File: config.mk
export PLATFORM = sky130hd
export DESIGN_NAME = cpa_ctrl
export DESIGN_NICKNAME = d
export VERILOG_FILES = /design/src/cpa_pkg.sv /design/src/cpa_ctrl.sv
export SDC_FILE = /design/constraint.sdc
export NUM_CORES = 1
export LEC_CHECK = 0
export ABC_AREA = 1
export BUFFER_PORTS_ARGS = -buffer_cell sky130_fd_sc_hd__buf_2
export CAP_MARGIN = 20
export CORE_AREA = 3 3 40 42
export DETAILED_ROUTE_END_ITERATION = 12
export DIE_AREA = 0 0 43 45
export PLACE_DENSITY = 0.45
export SLEW_MARGIN = 40
export SYNTH_ARGS = -nofsm -noshare
export SYNTH_HDL_FRONTEND = slang
export SYNTH_SLANG_ARGS = --single-unit
File: constraint.sdc
create_clock -name clk -period 2.2 [get_ports clk]
set_clock_uncertainty 0.1 [all_clocks]
set_input_delay 0.11 -clock clk [delete_from_list [all_inputs] [get_ports clk]]
set_output_delay 0.11 -clock clk [all_outputs]
set_load 0.02 [all_outputs]
File: src/cpa_pkg.sv
`timescale 1ns / 1ps
`default_nettype none
// ----------------------------------------------------------------------------
// Channel pool allocator package
// Request codes, channel kinds and the command/status bundles shared by the
// controller, the datapath and the top level.
// ----------------------------------------------------------------------------
package cpa_pkg;

	// Field widths of the stream payloads
	localparam int REQ_W   = 4;
	localparam int ID_W    = 8;
	localparam int COUNT_W = 9;
	localparam int KIND_W  = 2;
	localparam int OSINK_W = 16;

	// Request codes
	localparam logic [REQ_W-1:0] REQ_ADD_RANGE  = 4'd0;
	localparam logic [REQ_W-1:0] REQ_QUERY      = 4'd1;
	localparam logic [REQ_W-1:0] REQ_SET_ACTIVE = 4'd2;
	localparam logic [REQ_W-1:0] REQ_SET_STD    = 4'd3;
	localparam logic [REQ_W-1:0] REQ_SET_CAND   = 4'd4;
	localparam logic [REQ_W-1:0] REQ_ADD_SINK   = 4'd5;
	localparam logic [REQ_W-1:0] REQ_REM_SINK   = 4'd6;
	localparam logic [REQ_W-1:0] REQ_ALLOC_PLN  = 4'd7;
	localparam logic [REQ_W-1:0] REQ_ALLOC_STD  = 4'd8;
	localparam logic [REQ_W-1:0] REQ_INFO       = 4'd9;

	// Channel kinds
	localparam logic [KIND_W-1:0] KIND_PLAIN = 2'd0;
	localparam logic [KIND_W-1:0] KIND_STD   = 2'd1;
	localparam logic [KIND_W-1:0] KIND_CAND  = 2'd2;

	// Controller to datapath commands
	typedef struct packed {
		logic load;   // capture the request on an input transfer
		logic read;   // read the entry, build the free-channel match vector
		logic find1;  // pick the lowest group holding a match
		logic find2;  // pick the lowest match inside that group
		logic exec;   // update the table and load the result register
	} cpa_cmd_t;

	// Datapath to controller status
	typedef struct packed {
		logic alloc;  // captured request is an allocation
	} cpa_sts_t;

endpackage
`default_nettype wire

File: src/cpa_ctrl.sv
`timescale 1ns / 1ps
`default_nettype none
// ----------------------------------------------------------------------------
// Channel pool allocator controller
// Sequences one request through read, search and execute steps and owns the
// input ready and the result valid flag.
// ----------------------------------------------------------------------------
module cpa_ctrl (
	input  wire logic            clk,
	input  wire logic            arst_n,
	input  wire logic            s_tvalid,
	output logic                 s_tready,
	output logic                 m_tvalid,
	input  wire logic            m_tready,
	input  wire cpa_pkg::cpa_sts_t sts,
	output cpa_pkg::cpa_cmd_t    cmd
);
	import cpa_pkg::*;

	localparam logic [2:0] ST_IDLE  = 3'd0;
	localparam logic [2:0] ST_READ  = 3'd1;
	localparam logic [2:0] ST_FIND1 = 3'd2;
	localparam logic [2:0] ST_FIND2 = 3'd3;
	localparam logic [2:0] ST_EXEC  = 3'd4;

	logic [2:0] state_q;
	logic [2:0] state_d;
	logic       out_vld_q;
	logic       exec_go;

	// Execute only when the result register is free or being drained
	assign exec_go  = (state_q == ST_EXEC) && (!out_vld_q || m_tready);
	assign s_tready = (state_q == ST_IDLE);
	assign m_tvalid = out_vld_q;

	// Next state and commands
	always_comb begin
		state_d   = state_q;
		cmd       = '0;
		cmd.exec  = exec_go;
		case (state_q)
			ST_IDLE: begin
				cmd.load = s_tvalid;
				if (s_tvalid) state_d = ST_READ;
			end
			ST_READ: begin
				cmd.read = 1'b1;
				state_d  = sts.alloc ? ST_FIND1 : ST_EXEC;
			end
			ST_FIND1: begin
				cmd.find1 = 1'b1;
				state_d   = ST_FIND2;
			end
			ST_FIND2: begin
				cmd.find2 = 1'b1;
				state_d   = ST_EXEC;
			end
			ST_EXEC: begin
				if (exec_go) state_d = ST_IDLE;
			end
			default: begin
				state_d = ST_IDLE;
			end
		endcase
	end

	// State and result valid
	always_ff @(posedge clk or negedge arst_n) begin
		if (!arst_n) begin
			state_q   <= ST_IDLE;
			out_vld_q <= 1'b0;
		end else begin
			state_q <= state_d;
			if (exec_go) out_vld_q <= 1'b1;
			else if (m_tready) out_vld_q <= 1'b0;
		end
	end

endmodule
`default_nettype wire

# After elaboration in Yosys (flattened, before gate mapping)
# Cells that the tools add are included.
# totals
regBits	4
# classes
eq_ne	6
mux	10
n_reduce_logical	6
# ops
op	n
3-bit case mux with 5 select lines	1
3-bit two-way mux	3
3-bit by 2-bit equality test with 1-bit output (second input constant)	2
1-bit two-way mux	6
2-bit != test (second input constant)	2
3-bit by 1-bit equality test with 1-bit output (second input constant)	1
3-bit equality test (second input constant)	1
3-bit zero test	1
2-bit AND reduction	1
2-bit nonzero test	1
1-bit logical AND	1
1-bit zero test	1
1-bit logical OR	1

# Longest topological paths before layout
# Gate-level depths: netlist of run 1.
# depth
word_depth	5
ltp_mapped	5
depth_no_buf	5

# Least setup slack after synthesis of run 1
# No wires, ideal clock.
# synth_timing
path_kind	register to output
start	register state_q[2]
end	output cmd[4] in the netlist's numbering
arrival_ps	890
path_slack_ps	1100
path_stages_with_launch	4
path_buffers	0
path_cell_list	dfrtp_1 -> nor2_1 -> nand2_1 -> nor2_1
# synth_lines
element	line	rtl
from (decl)	cpa_ctrl.sv:26	logic [2:0] state_q;
from (signal assigned)	cpa_ctrl.sv:73	state_q <= state_d;
to (decl)	cpa_ctrl.sv:16	output cpa_pkg::cpa_cmd_t cmd

==> flow_metrics.py, run 1 <==
metrics = {
    "drt": {
        "drtIter0Drc": 1,
        "num_vias": 241,
        "drc": 0,
        "via_per_inst": 3.77,
        "routed_wirelength_um": 499,
        "first_pass_iters": 2,
        "ant_nets": 0,
        "routedWlPerCell_um": 7.80,
    },
    "yosys": {
        "synthMuxAreaShare": 0,
        "synth.largest_area_cell": "dfrtp_1",
        "synth.cell_area_um2": 225,
        "synth_most_common_cell": "inv_1",
        "syn-num-nets": 38,
        "syn_area_per_cell_um2": 6.82,
        "synth_top_area_frac": 0.444,
        "synth_compound_area_frac": 0.0778,
        "yosys.area_share.simple": 0.294,
        "yosysWarnings": 0,
        "ys.flop_type": "dfrtp_1",
        "synth_cell_types": 11,
        "synthAdderAreaFrac": 0,
        "synth_top_family_by_area": "simple AND/OR/NAND/NOR gates",
        "async_flop_share": 1.00,
        "synth_cells": 33,
        "ys_seq_elements": 4,
        "yosys.area_share.xor_xnor": 0,
        "synth_edf_count": 0,
        "synth_common_cells": "inv_1 (8), nand2_1 (7), nor2_1 (6)",
        "ys_seq_area_frac": 0.444,
        "synth_area_leaders": "dfrtp_1 (44%), inv_1 (13%), nand2_1 (12%)",
    },
    "worst_setup_path": {
        "cp_max_fo": 5,
        "crit_path_end_kind": "output port",
        "cp.arrival_ns": 1.13,
        "crit_type": "reg2out",
        "cp_num_buf_inv": 1,
        "r2r_start": "state_q[1]",
        "start_kind": "flop",
        "timing.critical_path.cells": "nor2_1, nand2_1, nor2_1, buf_2",
        "r2r_cells": 4,
        "cpLargestDelayFamily": "flip-flops",
        "slowest_stage": "dfrtp_1",
        "slowest_delay_ns": 0.41,
        "r2r_setup_slack_ns": 1.27,
        "worstPathRequired_ns": 1.99,
        "path_common_cell": "nor2_1",
        "reg2reg_to": "state_q[2]",
    },
    "global_routing": {
        "met1_usage": 0.0634,
        "grtUsageTotal": 0.0711,
        "grt_pass1_vias": 228,
        "antenna_found_initial": 0,
        "grt-ovfl-total": 0,
        "grt_max_degree": 6,
        "met2_usage": 0.0958,
        "grt_pass1_wl_um": 890,
        "top_usage_layer": "met4",
        "grt_use_met3": 0.0239,
    },
    "min_path": {
        "hold_class": "in2reg",
        "hold_start": "s_tvalid",
        "hold_path_end": "state_q[0]",
        "whs_path_depth": 3,
    },
    "placement": {
        "dp_hpwl_um": 408,
        "port_buffers": 11,
        "gp_congestion": 0.599,
    },
    "sta": {
        "period_share": 0.611,
        "tns_ns": 0,
        "setup_violations": 0,
        "max_slew_margin": 0.885,
        "rsz0062_at_grt": "no",
        "hold_viol": 0,
        "fin_crit_ns": 1.34,
        "finalMaxSlewViolations": 0,
        "max_slew.worst_pin.slew_ns": 0.172,
        "fmax_mhz": 744,
    },
    "clock_network": {
        "ctsResizeCount": 0,
        "hold_buffers": 3,
        "cts_tree": "yes",
        "cts.clk_slew.worst_paths_ns": 0.04,
        "postCtsSetupBuffers": 0,
        "cts_root_buf": "clkbuf_4",
        "clockBufferDepth": 2,
        "cts_sinks": 4,
        "clk_latency_ns": 0.24,
        "ctsHtreeMaxLevel": 1,
        "cts_made_buffers": 3,
    },
    "floorplanning": {
        "core_mm2": 0.00128,
        "die_height_um": 45,
        "io_pins": 12,
        "dieArea_mm2": 0.00194,
        "start_util": 0.175,
        "chipWidth_um": 43,
        "fp-row-count": 13,
    },
    "job": {
        "max-cap-violations": 0,
    },
    "layout": {
        "multi_input_area_um2": 83.8,
        "syn2layout_area_growth_pct": 52.8,
        "antenna_cells": 0,
        "n_fill_cell": 155,
        "fin_util": 0.268,
        "regArea_um2": 100,
        "finalNetCount": 56,
        "drive_above_1_share": 0.347,
    },
    "power": {
        "power_leakage_nw": 0.217,
        "max-vdd-ir-drop_mv": 0.255,
        "power_density_mw_per_mm2": 1370,
    },
    "run_status": {
        "status": "finished clean",
    },
}
-- per-stage QoR --
step	instances	area (µm²)	hold WS, ns	total power [mW]	worst slack (ns)
finish	64	344	0.0206	0.472	0.856
global route	64	344	0.0835	0.523	0.773
CTS	64	344	0.0228	0.484	0.832
detailed placement	58	292	-0.182	0.382	1.09
global placement	58	292	-0.182	0.382	1.08
floorplan	33	225	-0.286	0.314	1.10
-- flip-flops by register name, indices dropped and copies added, names as in the netlist --
name and count:
state_q 3, m_tvalid 1
-- tightest hold or removal path: stages --
cell and delay [ns]:
buf_2 0.09, o211ai_1 0.08, inv_1 0.05
-- power breakdown --
group / internal (mW) / switching [mW] / total (mW) / leakage (nW)
clock: 0.0611 / 0.0317 / 0.0928 / 0.0138
combinational: 0.0842 / 0.160 / 0.244 / 0.151
sequential: 0.103 / 0.0318 / 0.135 / 0.0521
-- placed cells by master (no fill, tap or decap) --
cell	count
nand3_1	1
nor2_1	6
nand2_2	1
clkbuf_4	3
o21ai_0	2
dlygate4sd3_1	3
inv_1	8
buf_2	11
nor2_2	1
o211ai_1	1
nand2_1	7
dfrtp_1	4
inv_2	1
-- layer usage --
metal / vias up / share of wire
met4: 0 / 0.056
met3: 3 / 0.080
met2: 7 / 0.50
met5: - / 0
met1: 103 / 0.36
li1: 128 / -
-- logic make-up (layout without fill, tap and decap cells) --
family | Yosys count | in the layout
AOI/OAI and AO/OA | 3 | 3
buffers and inverters | 10 | 26
DFF | 4 | 4
and+or+nand+nor | 16 | 16
-- how the worst max path moves through the flow --
| stage | end | slack (ns) | depth (start not counted) | from |
|---|---|---|---|---|
| 2_1_floorplan | cmd[4] | 1.10 | 3 | state_q[2] |
| 3_3_place_gp | cmd[4] | 1.08 | 4 | state_q[2] |
| 3_5_place_dp | cmd[4] | 1.09 | 4 | state_q[2] |
| 4_1_cts | cmd[4] | 0.83 | 4 | state_q[2] |
| 5_1_grt | cmd[4] | 0.77 | 4 | state_q[2] |
| 6_report | cmd[4] | 0.86 | 4 | state_q[2] |
-- cell type report --
type / instances / share of cell area
Timing Repair Buffer: 14 / 0.247
Clock buffer: 3 / 0.0655
Sequential cell: 4 / 0.291
Tap cell: 15 / 0.0545
Multi-Input combinational cell: 19 / 0.244
Inverter: 9 / 0.0982
Note: power is estimated with default switching activity, not from simulation.
==> run 2, diff against run 1 <==
Clock period 2.2 ns to 1.4 ns, I/O delays scaled along.
==> flow_metrics.py, run 2 (synthesis gave the netlist of run 1 again) <==
metrics = {
    "clock_network": {
        "cts.clk_slew.worst_paths_ns": 0.04,
        "cts_tree": "yes",
        "postCtsSetupBuffers": 0,
        "cts_root_buf": "clkbuf_4",
        "ctsHtreeMaxLevel": 1,
        "clockBufferDepth": 2,
        "clk_latency_ns": 0.23,
        "cts_sinks": 4,
        "cts_made_buffers": 3,
    },
    "layout": {
        "final_cell_mix": "buf_2 (11), inv_1 (8), nand2_1 (7)",
        "top_register": "state_q",
        "finalNetCount": 57,
        "syn2layout_area_growth_pct": 58.3,
        "largest_register_ffs": 3,
        "layout_commonest_cell": "buf_2",
        "drive_above_1_share": 0.360,
        "antenna_cells": 0,
        "stdcell_count": 65,
    },
    "global_routing": {
        "grt-ovfl-total": 0,
        "grt_max_degree": 6,
        "grt_pass1_vias": 256,
        "grtUsageTotal": 0.0660,
        "grt_pass1_wl_um": 890,
        "antenna_found_initial": 0,
    },
    "worst_setup_path": {
        "crit_path_end_kind": "output port",
        "cp.arrival_ns": 1.11,
        "r2r_start": "state_q[1]",
        "cp_max_fo": 5,
        "r2r_setup_slack_ns": 0.45,
        "crit_type": "reg2out",
        "worstPathRequired_ns": 1.23,
        "r2r_cells": 4,
        "reg2reg_to": "state_q[2]",
        "start_kind": "flop",
    },
    "floorplanning": {
        "die_height_um": 45,
        "core_mm2": 0.00128,
        "dieArea_mm2": 0.00194,
        "start_util": 0.175,
        "fp-row-count": 13,
        "chipWidth_um": 43,
        "io_pins": 12,
    },
    "sta": {
        "setup_ws_ns": 0.115,
        "period_share": 0.918,
        "max_slew.worst_pin.slew_ns": 0.182,
        "hold_viol": 0,
        "finalMaxSlewViolations": 0,
        "rsz0062_at_grt": "no",
        "setup_violations": 0,
        "fmax_mhz": 778,
        "tns_ns": 0,
        "max_slew_margin": 0.879,
        "fin_crit_ns": 1.28,
    },
    "drt": {
        "first_pass_iters": 2,
        "via_per_inst": 3.72,
        "ant_nets": 0,
        "routedWlPerCell_um": 7.54,
        "drtIter0Drc": 4,
        "drc": 0,
        "routed_wirelength_um": 490,
        "num_vias": 242,
    },
    "placement": {
        "dp_hpwl_um": 413,
        "preCtsSetupSlack_ns": 0.343,
        "gp_congestion": 0.712,
        "port_buffers": 11,
        "placed_cells": 58,
    },
    "min_path": {
        "hold_class": "in2async",
    },
    "run_status": {
        "status": "finished clean",
    },
    "job": {
        "max-cap-violations": 0,
    },
    "power": {
        "finalPower_mw": 0.743,
        "power_density_mw_per_mm2": 2080,
        "power_leakage_nw": 0.222,
        "max-vdd-ir-drop_mv": 0.639,
    },
}
==> run 2: cell types whose count changed in the layout (fill, tap and decap cells not counted) <==
cell,delta
dlygate4sd3_1,+1
nor2_1,-1
nor2_2,+1
==> run 2: cell type report <==
cell class	count	area [µm²]
clock buffers	3	22.5
flip-flops and latches	4	100
well taps	15	18.8
inverters	9	33.8
fillers	143	928
repair buffers	15	95.1
multi-input cells	19	86.3
==> run 2: layer usage <==
layer	track usage	up-vias	part of all wire
met5	0	-	0
li1	-	129	-
met1	0.0633	105	0.41
met4	0.0904	0	0.039
met3	0.0199	2	0.055
met2	0.0988	6	0.49
==> run 2: worst max-delay path, cell delays in order (launching register included) <==
cell and delay, ns:
dfrtp_1 0.41, nor2_1 0.15, nand2_1 0.08, nor2_1 0.08, buf_2 0.16
==> run 2: per-stage QoR <==
step           cell area, µm²   util  hold WS, ns
6_report                  357  0.278       0.0769
5_1_grt                   357  0.278        0.104
4_1_cts                   354  0.276       0.0676
3_5_place_dp              292  0.227       -0.222
3_3_place_gp              292  0.227       -0.223
2_1_floorplan             225      -       -0.326
==> run 2: repair_timing <==
action / in CTS / in global routing
hold endpoints to repair: 7 / 0
setup endpoints to repair: 0 / 1
hold buffers: 4 / 0
resized for setup: 0 / 1
==> run 2: how the worst max path moves through the flow <==
stage | startpoint | endpoint | slack [ns] | cells after the start
after floorplan | state_q[2] | cmd[4] | 0.34 | 3
after global placement | state_q[2] | cmd[4] | 0.33 | 4
after detailed placement | state_q[2] | cmd[4] | 0.34 | 4
after CTS | state_q[1] | cmd[0] | 0.08 | 4
after global routing | state_q[1] | cmd[0] | 0.01 | 4
final | state_q[2] | cmd[4] | 0.12 | 4
==> run 2: report_power, final <==
part           switching [mW]  internal [mW]
combinational           0.257          0.137
sequential             0.0521          0.162
clock                  0.0400         0.0954
